`config.mk`:
```
export PLATFORM = sky130hd
export DESIGN_NAME = edit_op_alignment_scorer
export DESIGN_NICKNAME = d
export VERILOG_FILES = /design/src/hdl/eoas_pkg.sv /design/src/hdl/eoas_delta.sv /design/src/hdl/eoas_accum.sv /design/src/hdl/eoas_verdict.sv /design/src/hdl/edit_op_alignment_scorer.sv
export SDC_FILE = /design/constraint.sdc
export NUM_CORES = 2
export LEC_CHECK = 0
export ABC_AREA = 1
export BUFFER_PORTS_ARGS = -buffer_cell sky130_fd_sc_hd__buf_4
export CAP_MARGIN = 20
export CELL_PAD_IN_SITES_DETAIL_PLACEMENT = 1
export CELL_PAD_IN_SITES_GLOBAL_PLACEMENT = 2
export CORE_ASPECT_RATIO = 0.6
export CORE_MARGIN = 2
export CORE_UTILIZATION = 39
export CTS_CLUSTER_DIAMETER = 80
export DETAILED_ROUTE_END_ITERATION = 10
export GPL_TIMING_DRIVEN = 1
export PLACE_DENSITY_LB_ADDON = 0.3
export SYNTH_ARGS = -nofsm -noshare
export SYNTH_HDL_FRONTEND = slang
export SYNTH_SLANG_ARGS = --single-unit
```
`constraint.sdc`:
```
create_clock -name clk -period 11.88 [get_ports clk]
set_clock_uncertainty 0.2 [all_clocks]
set_input_delay 1.782 -clock clk [delete_from_list [all_inputs] [get_ports clk]]
set_output_delay 1.782 -clock clk [all_outputs]
set_load 0.03 [all_outputs]
```
`src/hdl/eoas_pkg.sv`:
```
// Shared types, constants and register codes for the edit-operation alignment scorer.
`default_nettype none
package eoas_pkg;

  localparam int COUNT_WIDTH_DEF = 20;
  localparam int SCORE_W         = 25;
  localparam int LEN_W           = 16;
  localparam int COST_W          = 8;
  localparam int MINM_W          = 20;
  localparam int MINID_W         = 17;
  localparam int FRAC_W          = 16;
  localparam int CFG_DATA_W      = 20;
  localparam int CFG_IDX_W       = 3;

  localparam logic signed [SCORE_W-1:0] SCORE_MAX = {1'b0, {(SCORE_W-1){1'b1}}};
  localparam logic signed [SCORE_W-1:0] SCORE_MIN = {1'b1, {(SCORE_W-1){1'b0}}};

  typedef enum logic [1:0] {
    OP_MATCH   = 2'd0,
    OP_REPLACE = 2'd1,
    OP_INSERT  = 2'd2,
    OP_DELETE  = 2'd3
  } op_t;

  typedef enum logic [1:0] {
    VERDICT_ACCEPT       = 2'd0,
    VERDICT_FEW_MATCHES  = 2'd1,
    VERDICT_LOW_IDENTITY = 2'd2,
    VERDICT_SPLIT        = 2'd3
  } verdict_t;

  typedef enum logic [CFG_IDX_W-1:0] {
    REG_MATCH_SCORE     = 3'd0,
    REG_MISMATCH_COST   = 3'd1,
    REG_GAP_OPEN_COST   = 3'd2,
    REG_GAP_EXTEND_COST = 3'd3,
    REG_MIN_MATCHES     = 3'd4,
    REG_MIN_IDENTITY    = 3'd5
  } cfg_reg_t;

  typedef struct packed {
    logic [COST_W-1:0]  match_score;
    logic [COST_W-1:0]  mismatch_cost;
    logic [COST_W-1:0]  gap_open_cost;
    logic [COST_W-1:0]  gap_extend_cost;
    logic [MINM_W-1:0]  min_matches;
    logic [MINID_W-1:0] min_identity;
  } cfg_t;

  // One edit request after the score step has been worked out
  typedef struct packed {
    op_t                       op;
    logic [LEN_W-1:0]          len;
    logic signed [SCORE_W-1:0] aligned;
    logic                      last;
    logic signed [SCORE_W-1:0] delta;
  } item_t;

  // Score state of a finished alignment
  typedef struct packed {
    logic signed [SCORE_W-1:0] running;
    logic signed [SCORE_W-1:0] best;
    logic                      split;
  } snap_t;

endpackage
`default_nettype wire

```
`src/hdl/eoas_delta.sv`:
```
// Input register stage: score step per edit run (cost times run length, plus gap open for gaps).
`default_nettype none
module eoas_delta
  import eoas_pkg::*;
(
  input  wire logic                      clk,
  input  wire logic                      rst_n,
  input  wire cfg_t                      cfg,
  input  wire logic                      in_valid,
  output logic                           in_ready,
  input  wire logic [1:0]                in_op,
  input  wire logic [LEN_W-1:0]          in_run_length,
  input  wire logic signed [SCORE_W-1:0] in_aligned_score,
  input  wire logic                      in_last_op,
  input  wire logic                      item_go,
  output logic                           item_valid,
  output item_t                          item
);

  logic                      valid_r, valid_nxt;
  item_t                     item_r;
  logic                      accept;
  logic [COST_W-1:0]         factor;
  logic [COST_W+LEN_W-1:0]   prod;
  logic [SCORE_W-1:0]        mag;
  logic signed [SCORE_W-1:0] delta;

  assign in_ready = !valid_r || item_go;
  assign accept   = in_valid && in_ready;

  always_comb begin
    factor = cfg.gap_extend_cost;
    case (in_op)
      OP_MATCH:   factor = cfg.match_score;
      OP_REPLACE: factor = cfg.mismatch_cost;
      default:    factor = cfg.gap_extend_cost;
    endcase
    prod = (COST_W+LEN_W)'(factor) * (COST_W+LEN_W)'(in_run_length);
    mag  = {1'b0, prod};
    if (in_op == OP_INSERT || in_op == OP_DELETE) begin
      mag = mag + {{(SCORE_W-COST_W){1'b0}}, cfg.gap_open_cost};
    end
    if (in_op == OP_MATCH) begin
      delta = $signed(mag);
    end else begin
      delta = -$signed(mag);
    end
  end

  always_comb begin
    valid_nxt = valid_r;
    if (accept) begin
      valid_nxt = 1'b1;
    end else if (item_go) begin
      valid_nxt = 1'b0;
    end
  end

  always_ff @(posedge clk) begin
    if (!rst_n) begin
      valid_r <= 1'b0;
    end else begin
      valid_r <= valid_nxt;
    end
  end

  always_ff @(posedge clk) begin
    if (accept) begin
      item_r.op      <= op_t'(in_op);
      item_r.len     <= in_run_length;
      item_r.aligned <= in_aligned_score;
      item_r.last    <= in_last_op;
      item_r.delta   <= delta;
    end
  end

  assign item_valid = valid_r;
  assign item       = item_r;

endmodule
`default_nettype wire

```
`src/hdl/eoas_accum.sv`:
```
// Running score, peak score, split flag and saturating base counters.
`default_nettype none
module eoas_accum
  import eoas_pkg::*;
#(
  parameter int COUNT_WIDTH = COUNT_WIDTH_DEF
) (
  input  wire logic                   clk,
  input  wire logic                   rst_n,
  input  wire logic                   item_valid,
  input  wire item_t                  item,
  output logic                        item_go,
  input  wire logic                   snap_take,
  output logic                        snap_valid,
  output snap_t                       snap,
  output logic [COUNT_WIDTH-1:0]      snap_match,
  output logic [COUNT_WIDTH-1:0]      snap_mismatch,
  output logic [COUNT_WIDTH-1:0]      snap_insert,
  output logic [COUNT_WIDTH-1:0]      snap_delete
);

  localparam int SUM_W = ((COUNT_WIDTH > LEN_W) ? COUNT_WIDTH : LEN_W) + 1;
  localparam logic [SUM_W-1:0] CNT_MAX_EXT =
    {{(SUM_W-COUNT_WIDTH){1'b0}}, {COUNT_WIDTH{1'b1}}};

  function automatic logic [COUNT_WIDTH-1:0] sat_add(input logic [COUNT_WIDTH-1:0] a,
                                                      input logic [LEN_W-1:0] b);
    logic [SUM_W-1:0] s;
    s = SUM_W'(a) + SUM_W'(b);
    sat_add = (s > CNT_MAX_EXT) ? {COUNT_WIDTH{1'b1}} : s[COUNT_WIDTH-1:0];
  endfunction

  logic signed [SCORE_W-1:0] run_r, run_nxt;
  logic signed [SCORE_W-1:0] best_r, best_nxt;
  logic                      split_r, split_nxt;
  logic [COUNT_WIDTH-1:0]    match_r, match_nxt;
  logic [COUNT_WIDTH-1:0]    mism_r, mism_nxt;
  logic [COUNT_WIDTH-1:0]    ins_r, ins_nxt;
  logic [COUNT_WIDTH-1:0]    del_r, del_nxt;
  logic                      snap_v_r, snap_v_nxt;
  snap_t                     snap_r;
  logic [COUNT_WIDTH-1:0]    snap_match_r, snap_mism_r, snap_ins_r, snap_del_r;

  logic                      snap_free;
  logic [SCORE_W:0]          sum_w;
  logic signed [SCORE_W-1:0] score_c;
  logic signed [SCORE_W-1:0] best_c;
  logic                      split_c;
  logic [COUNT_WIDTH-1:0]    match_c, mism_c, ins_c, del_c;

  assign snap_free = !snap_v_r || snap_take;
  assign item_go   = item_valid && (!item.last || snap_free);

  always_comb begin
    sum_w = {run_r[SCORE_W-1], run_r} + {item.delta[SCORE_W-1], item.delta};
    if (sum_w[SCORE_W] != sum_w[SCORE_W-1]) begin
      score_c = sum_w[SCORE_W] ? SCORE_MIN : SCORE_MAX;
    end else begin
      score_c = $signed(sum_w[SCORE_W-1:0]);
    end

    split_c = split_r;
    best_c  = best_r;
    if (!split_r) begin
      if (score_c <= 0 || (score_c >= item.aligned && !item.last)) begin
        split_c = 1'b1;
      end else if (score_c > best_r) begin
        best_c = score_c;
      end
    end

    match_c = match_r;
    mism_c  = mism_r;
    ins_c   = ins_r;
    del_c   = del_r;
    case (item.op)
      OP_MATCH:   match_c = sat_add(match_r, item.len);
      OP_REPLACE: mism_c  = sat_add(mism_r, item.len);
      OP_INSERT:  ins_c   = sat_add(ins_r, item.len);
      OP_DELETE:  del_c   = sat_add(del_r, item.len);
      default:    match_c = match_r;
    endcase
  end

  always_comb begin
    run_nxt    = run_r;
    best_nxt   = best_r;
    split_nxt  = split_r;
    match_nxt  = match_r;
    mism_nxt   = mism_r;
    ins_nxt    = ins_r;
    del_nxt    = del_r;
    snap_v_nxt = snap_take ? 1'b0 : snap_v_r;
    if (item_go) begin
      if (item.last) begin
        run_nxt    = '0;
        best_nxt   = '0;
        split_nxt  = 1'b0;
        match_nxt  = '0;
        mism_nxt   = '0;
        ins_nxt    = '0;
        del_nxt    = '0;
        snap_v_nxt = 1'b1;
      end else begin
        run_nxt   = score_c;
        best_nxt  = best_c;
        split_nxt = split_c;
        match_nxt = match_c;
        mism_nxt  = mism_c;
        ins_nxt   = ins_c;
        del_nxt   = del_c;
      end
    end
  end

  always_ff @(posedge clk) begin
    if (!rst_n) begin
      run_r    <= '0;
      best_r   <= '0;
      split_r  <= 1'b0;
      match_r  <= '0;
      mism_r   <= '0;
      ins_r    <= '0;
      del_r    <= '0;
      snap_v_r <= 1'b0;
    end else begin
      run_r    <= run_nxt;
      best_r   <= best_nxt;
      split_r  <= split_nxt;
      match_r  <= match_nxt;
      mism_r   <= mism_nxt;
      ins_r    <= ins_nxt;
      del_r    <= del_nxt;
      snap_v_r <= snap_v_nxt;
    end
  end

  always_ff @(posedge clk) begin
    if (item_go && item.last) begin
      snap_r.running <= score_c;
      snap_r.best    <= best_c;
      snap_r.split   <= split_c;
      snap_match_r   <= match_c;
      snap_mism_r    <= mism_c;
      snap_ins_r     <= ins_c;
      snap_del_r     <= del_c;
    end
  end

  assign snap_valid    = snap_v_r;
  assign snap          = snap_r;
  assign snap_match    = snap_match_r;
  assign snap_mismatch = snap_mism_r;
  assign snap_insert   = snap_ins_r;
  assign snap_delete   = snap_del_r;

  a_clear_after_last: assert property (@(posedge clk) disable iff (!rst_n)
    item_go && item.last |=> run_r == '0 && !split_r && match_r == '0)
    else $error("state not cleared after last edit");

  a_split_holds: assert property (@(posedge clk) disable iff (!rst_n)
    split_r && !(item_go && item.last) |=> split_r)
    else $error("split flag dropped inside an alignment");

  a_snap_held: assert property (@(posedge clk) disable iff (!rst_n)
    snap_v_r && !snap_take |=> snap_v_r && $stable(snap_r))
    else $error("finished alignment lost or overwritten");

endmodule
`default_nettype wire

```
`src/hdl/eoas_verdict.sv`:
```
// Verdict stage: gap and total sums, match and identity tests, result register.
`default_nettype none
module eoas_verdict
  import eoas_pkg::*;
#(
  parameter int COUNT_WIDTH = COUNT_WIDTH_DEF
) (
  input  wire logic                   clk,
  input  wire logic                   rst_n,
  input  wire cfg_t                   cfg,
  input  wire logic                   snap_valid,
  input  wire snap_t                  snap,
  input  wire logic [COUNT_WIDTH-1:0] snap_match,
  input  wire logic [COUNT_WIDTH-1:0] snap_mismatch,
  input  wire logic [COUNT_WIDTH-1:0] snap_insert,
  input  wire logic [COUNT_WIDTH-1:0] snap_delete,
  output logic                        snap_take,
  output logic                        out_valid,
  input  wire logic                   out_ready,
  output logic [1:0]                  out_verdict,
  output logic [COUNT_WIDTH-1:0]      out_matched_bases,
  output logic [COUNT_WIDTH-1:0]      out_mismatched_bases,
  output logic [COUNT_WIDTH-1:0]      out_gap_bases,
  output logic [COUNT_WIDTH-1:0]      out_total_length,
  output logic signed [SCORE_W-1:0]   out_final_score
);

  localparam int MW = (COUNT_WIDTH > MINM_W) ? COUNT_WIDTH : MINM_W;
  localparam int IW = COUNT_WIDTH + MINID_W;

  function automatic logic [COUNT_WIDTH-1:0] sat_add(input logic [COUNT_WIDTH-1:0] a,
                                                      input logic [COUNT_WIDTH-1:0] b);
    logic [COUNT_WIDTH:0] s;
    s = {1'b0, a} + {1'b0, b};
    sat_add = s[COUNT_WIDTH] ? {COUNT_WIDTH{1'b1}} : s[COUNT_WIDTH-1:0];
  endfunction

  logic                      out_v_r, out_v_nxt;
  verdict_t                  verdict_r, verdict_c;
  logic [COUNT_WIDTH-1:0]    match_out_r, mism_out_r, gaps_out_r, total_out_r;
  logic signed [SCORE_W-1:0] score_out_r;

  logic [COUNT_WIDTH-1:0]    gaps_c, total_c;
  logic                      enough_c;
  logic [IW-1:0]             id_lhs, id_rhs;
  logic                      accept_c;

  assign snap_take = snap_valid && (!out_v_r || out_ready);

  always_comb begin
    gaps_c   = sat_add(snap_insert, snap_delete);
    total_c  = sat_add(sat_add(snap_match, snap_mismatch), gaps_c);
    enough_c = MW'(snap_match) >= MW'(cfg.min_matches);
    id_lhs   = IW'({snap_match, {FRAC_W{1'b0}}});
    id_rhs   = IW'(cfg.min_identity) * IW'(total_c);
    if (snap.split) begin
      verdict_c = VERDICT_SPLIT;
    end else if (enough_c && snap.best > snap.running) begin
      verdict_c = VERDICT_SPLIT;
    end else if (!enough_c) begin
      verdict_c = VERDICT_FEW_MATCHES;
    end else if (id_lhs < id_rhs) begin
      verdict_c = VERDICT_LOW_IDENTITY;
    end else begin
      verdict_c = VERDICT_ACCEPT;
    end
    accept_c = (verdict_c == VERDICT_ACCEPT);
  end

  always_comb begin
    out_v_nxt = out_v_r;
    if (snap_take) begin
      out_v_nxt = 1'b1;
    end else if (out_ready) begin
      out_v_nxt = 1'b0;
    end
  end

  always_ff @(posedge clk) begin
    if (!rst_n) begin
      out_v_r <= 1'b0;
    end else begin
      out_v_r <= out_v_nxt;
    end
  end

  always_ff @(posedge clk) begin
    if (snap_take) begin
      verdict_r   <= verdict_c;
      match_out_r <= accept_c ? snap_match : '0;
      mism_out_r  <= accept_c ? snap_mismatch : '0;
      gaps_out_r  <= accept_c ? gaps_c : '0;
      total_out_r <= accept_c ? total_c : '0;
      score_out_r <= accept_c ? snap.running : '0;
    end
  end

  assign out_valid            = out_v_r;
  assign out_verdict          = verdict_r;
  assign out_matched_bases    = match_out_r;
  assign out_mismatched_bases = mism_out_r;
  assign out_gap_bases        = gaps_out_r;
  assign out_total_length     = total_out_r;
  assign out_final_score      = score_out_r;

  a_reject_zeroed: assert property (@(posedge clk) disable iff (!rst_n)
    out_v_r && verdict_r != VERDICT_ACCEPT |->
      match_out_r == '0 && mism_out_r == '0 && gaps_out_r == '0 &&
      total_out_r == '0 && score_out_r == '0)
    else $error("rejected alignment carries counts");

  a_accept_sane: assert property (@(posedge clk) disable iff (!rst_n)
    out_v_r && verdict_r == VERDICT_ACCEPT |->
      score_out_r > 0 && total_out_r >= match_out_r && total_out_r >= gaps_out_r)
    else $error("accepted alignment with inconsistent score or length");

endmodule
`default_nettype wire

```
`src/hdl/edit_op_alignment_scorer.sv`:
```
// Top level of the edit-operation alignment scorer: register file and stage wiring.
//
//   channel  direction  handshake          carries
//   in_      in         in_valid/in_ready  one edit run: kind, length, aligned score, last flag
//   out_     out        out_valid/out_ready one verdict per alignment, counts and score
//   cfg_     in         cfg_we             register write by index, no read-back
//
// One edit request per cycle unless the stages ahead hold it; the score step multiply sits in the input stage.
// An alignment's last request passes the input stage and the finished-alignment register;
// gap sums, the identity multiply and the tests share the cycle ahead of the result register.
// With the result and finished-alignment registers full and out_ready low, the next last
// request waits; other requests do not wait on these registers.
// Synchronous active-low reset clears the score state, the registers to defaults, all valids.
`default_nettype none
module edit_op_alignment_scorer
  import eoas_pkg::*;
#(
  parameter int COUNT_WIDTH = COUNT_WIDTH_DEF
) (
  input  wire logic                      clk,
  input  wire logic                      rst_n,
  input  wire logic                      cfg_we,
  input  wire logic [CFG_IDX_W-1:0]      cfg_index,
  input  wire logic [CFG_DATA_W-1:0]     cfg_data,
  input  wire logic                      in_valid,
  output logic                           in_ready,
  input  wire logic [1:0]                in_op,
  input  wire logic [LEN_W-1:0]          in_run_length,
  input  wire logic signed [SCORE_W-1:0] in_aligned_score,
  input  wire logic                      in_last_op,
  output logic                           out_valid,
  input  wire logic                      out_ready,
  output logic [1:0]                     out_verdict,
  output logic [COUNT_WIDTH-1:0]         out_matched_bases,
  output logic [COUNT_WIDTH-1:0]         out_mismatched_bases,
  output logic [COUNT_WIDTH-1:0]         out_gap_bases,
  output logic [COUNT_WIDTH-1:0]         out_total_length,
  output logic signed [SCORE_W-1:0]      out_final_score
);

  cfg_t                   cfg_r, cfg_nxt;
  logic                   item_go, item_valid;
  item_t                  item;
  logic                   snap_take, snap_valid;
  snap_t                  snap;
  logic [COUNT_WIDTH-1:0] snap_match, snap_mismatch, snap_insert, snap_delete;

  always_comb begin
    cfg_nxt = cfg_r;
    if (cfg_we) begin
      case (cfg_index)
        REG_MATCH_SCORE:     cfg_nxt.match_score     = cfg_data[COST_W-1:0];
        REG_MISMATCH_COST:   cfg_nxt.mismatch_cost   = cfg_data[COST_W-1:0];
        REG_GAP_OPEN_COST:   cfg_nxt.gap_open_cost   = cfg_data[COST_W-1:0];
        REG_GAP_EXTEND_COST: cfg_nxt.gap_extend_cost = cfg_data[COST_W-1:0];
        REG_MIN_MATCHES:     cfg_nxt.min_matches     = cfg_data[MINM_W-1:0];
        REG_MIN_IDENTITY:    cfg_nxt.min_identity    = cfg_data[MINID_W-1:0];
        default:             cfg_nxt = cfg_r;
      endcase
    end
  end

  always_ff @(posedge clk) begin
    if (!rst_n) begin
      cfg_r.match_score     <= COST_W'(1);
      cfg_r.mismatch_cost   <= COST_W'(3);
      cfg_r.gap_open_cost   <= COST_W'(5);
      cfg_r.gap_extend_cost <= COST_W'(3);
      cfg_r.min_matches     <= MINM_W'(25);
      cfg_r.min_identity    <= MINID_W'(58982);
    end else begin
      cfg_r <= cfg_nxt;
    end
  end

  eoas_delta u_delta (
    .clk              (clk),
    .rst_n            (rst_n),
    .cfg              (cfg_r),
    .in_valid         (in_valid),
    .in_ready         (in_ready),
    .in_op            (in_op),
    .in_run_length    (in_run_length),
    .in_aligned_score (in_aligned_score),
    .in_last_op       (in_last_op),
    .item_go          (item_go),
    .item_valid       (item_valid),
    .item             (item)
  );

  eoas_accum #(
    .COUNT_WIDTH (COUNT_WIDTH)
  ) u_accum (
    .clk           (clk),
    .rst_n         (rst_n),
    .item_valid    (item_valid),
    .item          (item),
    .item_go       (item_go),
    .snap_take     (snap_take),
    .snap_valid    (snap_valid),
    .snap          (snap),
    .snap_match    (snap_match),
    .snap_mismatch (snap_mismatch),
    .snap_insert   (snap_insert),
    .snap_delete   (snap_delete)
  );

  eoas_verdict #(
    .COUNT_WIDTH (COUNT_WIDTH)
  ) u_verdict (
    .clk                  (clk),
    .rst_n                (rst_n),
    .cfg                  (cfg_r),
    .snap_valid           (snap_valid),
    .snap                 (snap),
    .snap_match           (snap_match),
    .snap_mismatch        (snap_mismatch),
    .snap_insert          (snap_insert),
    .snap_delete          (snap_delete),
    .snap_take            (snap_take),
    .out_valid            (out_valid),
    .out_ready            (out_ready),
    .out_verdict          (out_verdict),
    .out_matched_bases    (out_matched_bases),
    .out_mismatched_bases (out_mismatched_bases),
    .out_gap_bases        (out_gap_bases),
    .out_total_length     (out_total_length),
    .out_final_score      (out_final_score)
  );

endmodule
`default_nettype wire
```
==> impl_results.md <==
- Fmax achieved: 86.1 MHz
- Critical Path RT: 12.24 ns
- Core outline area: between 100000 and 150000 um^2
- Die ar.: ~120000 um^2
- Post-synthesis cell area: ~46000 um^2
- Final Worst Setup Slack: between 0.2 and 0.3 ns
- Clk slew on worst S/H paths: 0.07 ns
- Grt ovf: 0
- # IOs: 181
- # rows: 97
- GR Util All Layers: 26.9%
- Ranking of synthesized cells by area: edfxtp_1, fa_1, ha_1
- Routed Antenna Nets: 0
- Placed Area: 51400 um^2
- Number of synthesized flops with an enable pin: between 300 and 400
- Worst setup SP type: register
- Crit path max-delay family: adder cells
- Cell area after layout: between 50000 and 60000 um^2
- Worst R2R End: u_verdict.out_mismatched_bases[15]
- Peak per-stage delay on the critical path: between 0.5 and 0.6 ns
- Vias in the first global route: 42262
- First-pass GRT wire length: about 250000 um
- Initial core utilization: 39.5%
- Crit path capture: u_verdict.out_mismatched_bases[15]
- Hold crit path type: reg2reg
- Longest Clk Path Bufs: 3
- Final min period: roughly 12 ns
- CP max stage cell: fa_1
- H-tree levels: 2
- Rel. slew slack: 28.0%
- WL final: 167000 um
- Reg-to-reg startpoint: u_accum.snap_mismatch[0]
- Clk sinks: 510
- Fin Setup TNS: 0 ns
- DP Wirelength: 133000 um
- Clock Latency Late Sink: 0.69 ns
- CTS tree: done
- Mean post-synth cell area: 7.91 um^2
- Post-synth ARST share: 0%
- Max-slew violation count: 0
- Final setup fails: 0
- DRT iter0 DRCs: between 2000 and 3000
- Library cells used by synthesis: 64
- Syn nets: between 6000 and 7000
- Share of post-route cells with drive strength above 1: 15.8%
- Port Buf Inserts: 180
- Initial antenna violation count: 3
- Final nets: 7178
- Drt drc: 0
- Top cells by count, synth: nand2_1, inv_1, nor2_1
- Area grow syn2layout: 19.1%
- CTS buffer count: 55
- Total number of vias: 41159
- Most numerous cell in the Yosys netlist: nand2_1
- FF-to-FF setup slack: 0.26 ns
- Post-Synthesis Cells: 5868
- Most frequent CP cell: nand2_2
- Avg WL per Cell: 21.0 um
- Dpl ws: -0.470 ns
- Crit path buffers/inverters: 14
- Post-synthesis sequential area ratio: 28.6%
- Post-synthesis sequential element count: 510
- Max-cap viol count: 0
- Drt first pass iters: 7
- Root buf cell: clkbuf_16
- Die W: 449 um
- CP endpoint kind: register
- Die height: between 200 and 300 um
- Period utilization: 97.8%
- Gpl congestion: around 0.91
- Vias/cell: a little over 5
- Crit. path cell count: 67
- Worst EP arrival: approximately 12 ns
- Cell taking the most area after synthesis: edfxtp_1
- Worst Max-Slew Pin Slew: 1.08 ns
- RSZ-0062 raised after global routing: yes
- Worst reg2reg path depth: 67
- Critical path peak fanout: 8
- Critical Path Start: u_accum.snap_mismatch[0]
- Setup Crit Path Kind: reg2reg
- Status: finished clean
- Post-synth top flop: edfxtp_1
- Final hold vios: 0
- Yosys warns: 0
- Synth top area share: around 20%
- Pin count of the biggest net entering global routing: 74
[state kept, by name (all words and copies together), names as in the netlist, 2 cells and up]
register,flops
u_accum.snap_delete,20
u_verdict.out_matched_bases,20
u_accum.snap_insert,20
u_verdict.out_final_score,25
u_verdict.out_mismatched_bases,20
u_accum.snap_mismatch,20
u_accum.del_r,20
u_verdict.out_total_length,20
cfg_r,69
u_accum.mism_r,20
u_accum.snap_match,20
u_verdict.out_verdict,2
u_delta.item,69
u_accum.run_r,25
u_accum.ins_r,20
u_accum.snap,51
u_accum.match_r,20
u_accum.best_r,25
u_verdict.out_gap_bases,20
[area by class of cell]
| type | instances | area [um^2] |
|---|---|---|
| multi-input cells | 4100 | 29600 |
| clock inverters | 33 | 350 |
| inverters | 1100 | 4170 |
| fillers | 14228 | 62100 |
| flip-flops and latches | 510 | 13300 |
| clock buffers | 71 | 1530 |
| diodes | 2 | 5.00 |
| repair buffers | 547 | 4380 |
| well taps | 1584 | 1980 |
[routing by layer]
layer	routed length (um)	GRT usage [%]
met5	13	0
met4	4640	6.50
met3	11400	5.05
met2	70400	39.9
met1	80800	40.1
[placed cells by master (no fill, tap or decap), drive strengths merged, types with 21 or more instances in the layout]
cell type / instances
nand3: 232
a21oi: 470
xnor2: 72
clkinv: 28
nor3: 34
nor2: 572
dfxtp: 203
a21boi: 21
nand4: 76
ha: 430
o21ai: 193
clkbuf: 71
xor2: 80
fa: 362
nand2: 1356
and2: 30
inv: 1094
buf: 547
or2: 46
edfxtp: 307
[cells by family after synthesis]
logic type	count (synthesis)	share of synthesized area (%)
AOI/OAI and AO/OA	780	9.27
xor gates and xnor gates	152	2.94
adders and majority gates	792	27.2
buffers and inverters	1258	10.4
DFF	510	28.6
and+or+nand+nor	2376	21.5
[tightest hold or removal path, delay by kind of cell, from the launching register on]
kind	cells	cell delay (ns)
simple gates	1	0.06
compound gates	1	0.05
flops	1	0.31
[through the flow]
step / hold slack, ns / instances / utilization [%]
final: 0.265 / 7947 / 47.1
after global routing: 0.280 / 7946 / 47.1
after CTS: 0.263 / 7878 / 45.6
after detailed placement: 0.246 / 7771 / 43.8
after global placement: 0.236 / 7771 / 43.8
after floorplan: 0.221 / 5868 / -
[worst min-delay path by stage]
stage | start | endpoint | slack [ns] | depth (start not counted)
final | u_accum.best_r[13] | u_accum.best_r[13] | 0.26 | 2
after global placement | cfg_r[54] | cfg_r[54] | 0.24 | 2
after detailed placement | cfg_r[37] | cfg_r[37] | 0.25 | 2
after floorplan | cfg_r[53] | cfg_r[53] | 0.22 | 2
after global routing | cfg_r[54] | cfg_r[54] | 0.28 | 2
after CTS | cfg_r[54] | cfg_r[54] | 0.26 | 2
[repair_timing]
item / 4_1_cts / 5_1_grt
gates cloned: 1 / 1
gates resized for setup: 48 / 282
hold buffers: 0 / 0
pin swaps: 9 / 159
endpoints found under the setup margin: 106 / 106
setup buffers: 2 / 66
hold endpoints to repair: 0 / 0
Power is left out: the tool's default activity adds up to more than one toggle a clock period on the data nets, which glitch-free logic cannot reach.
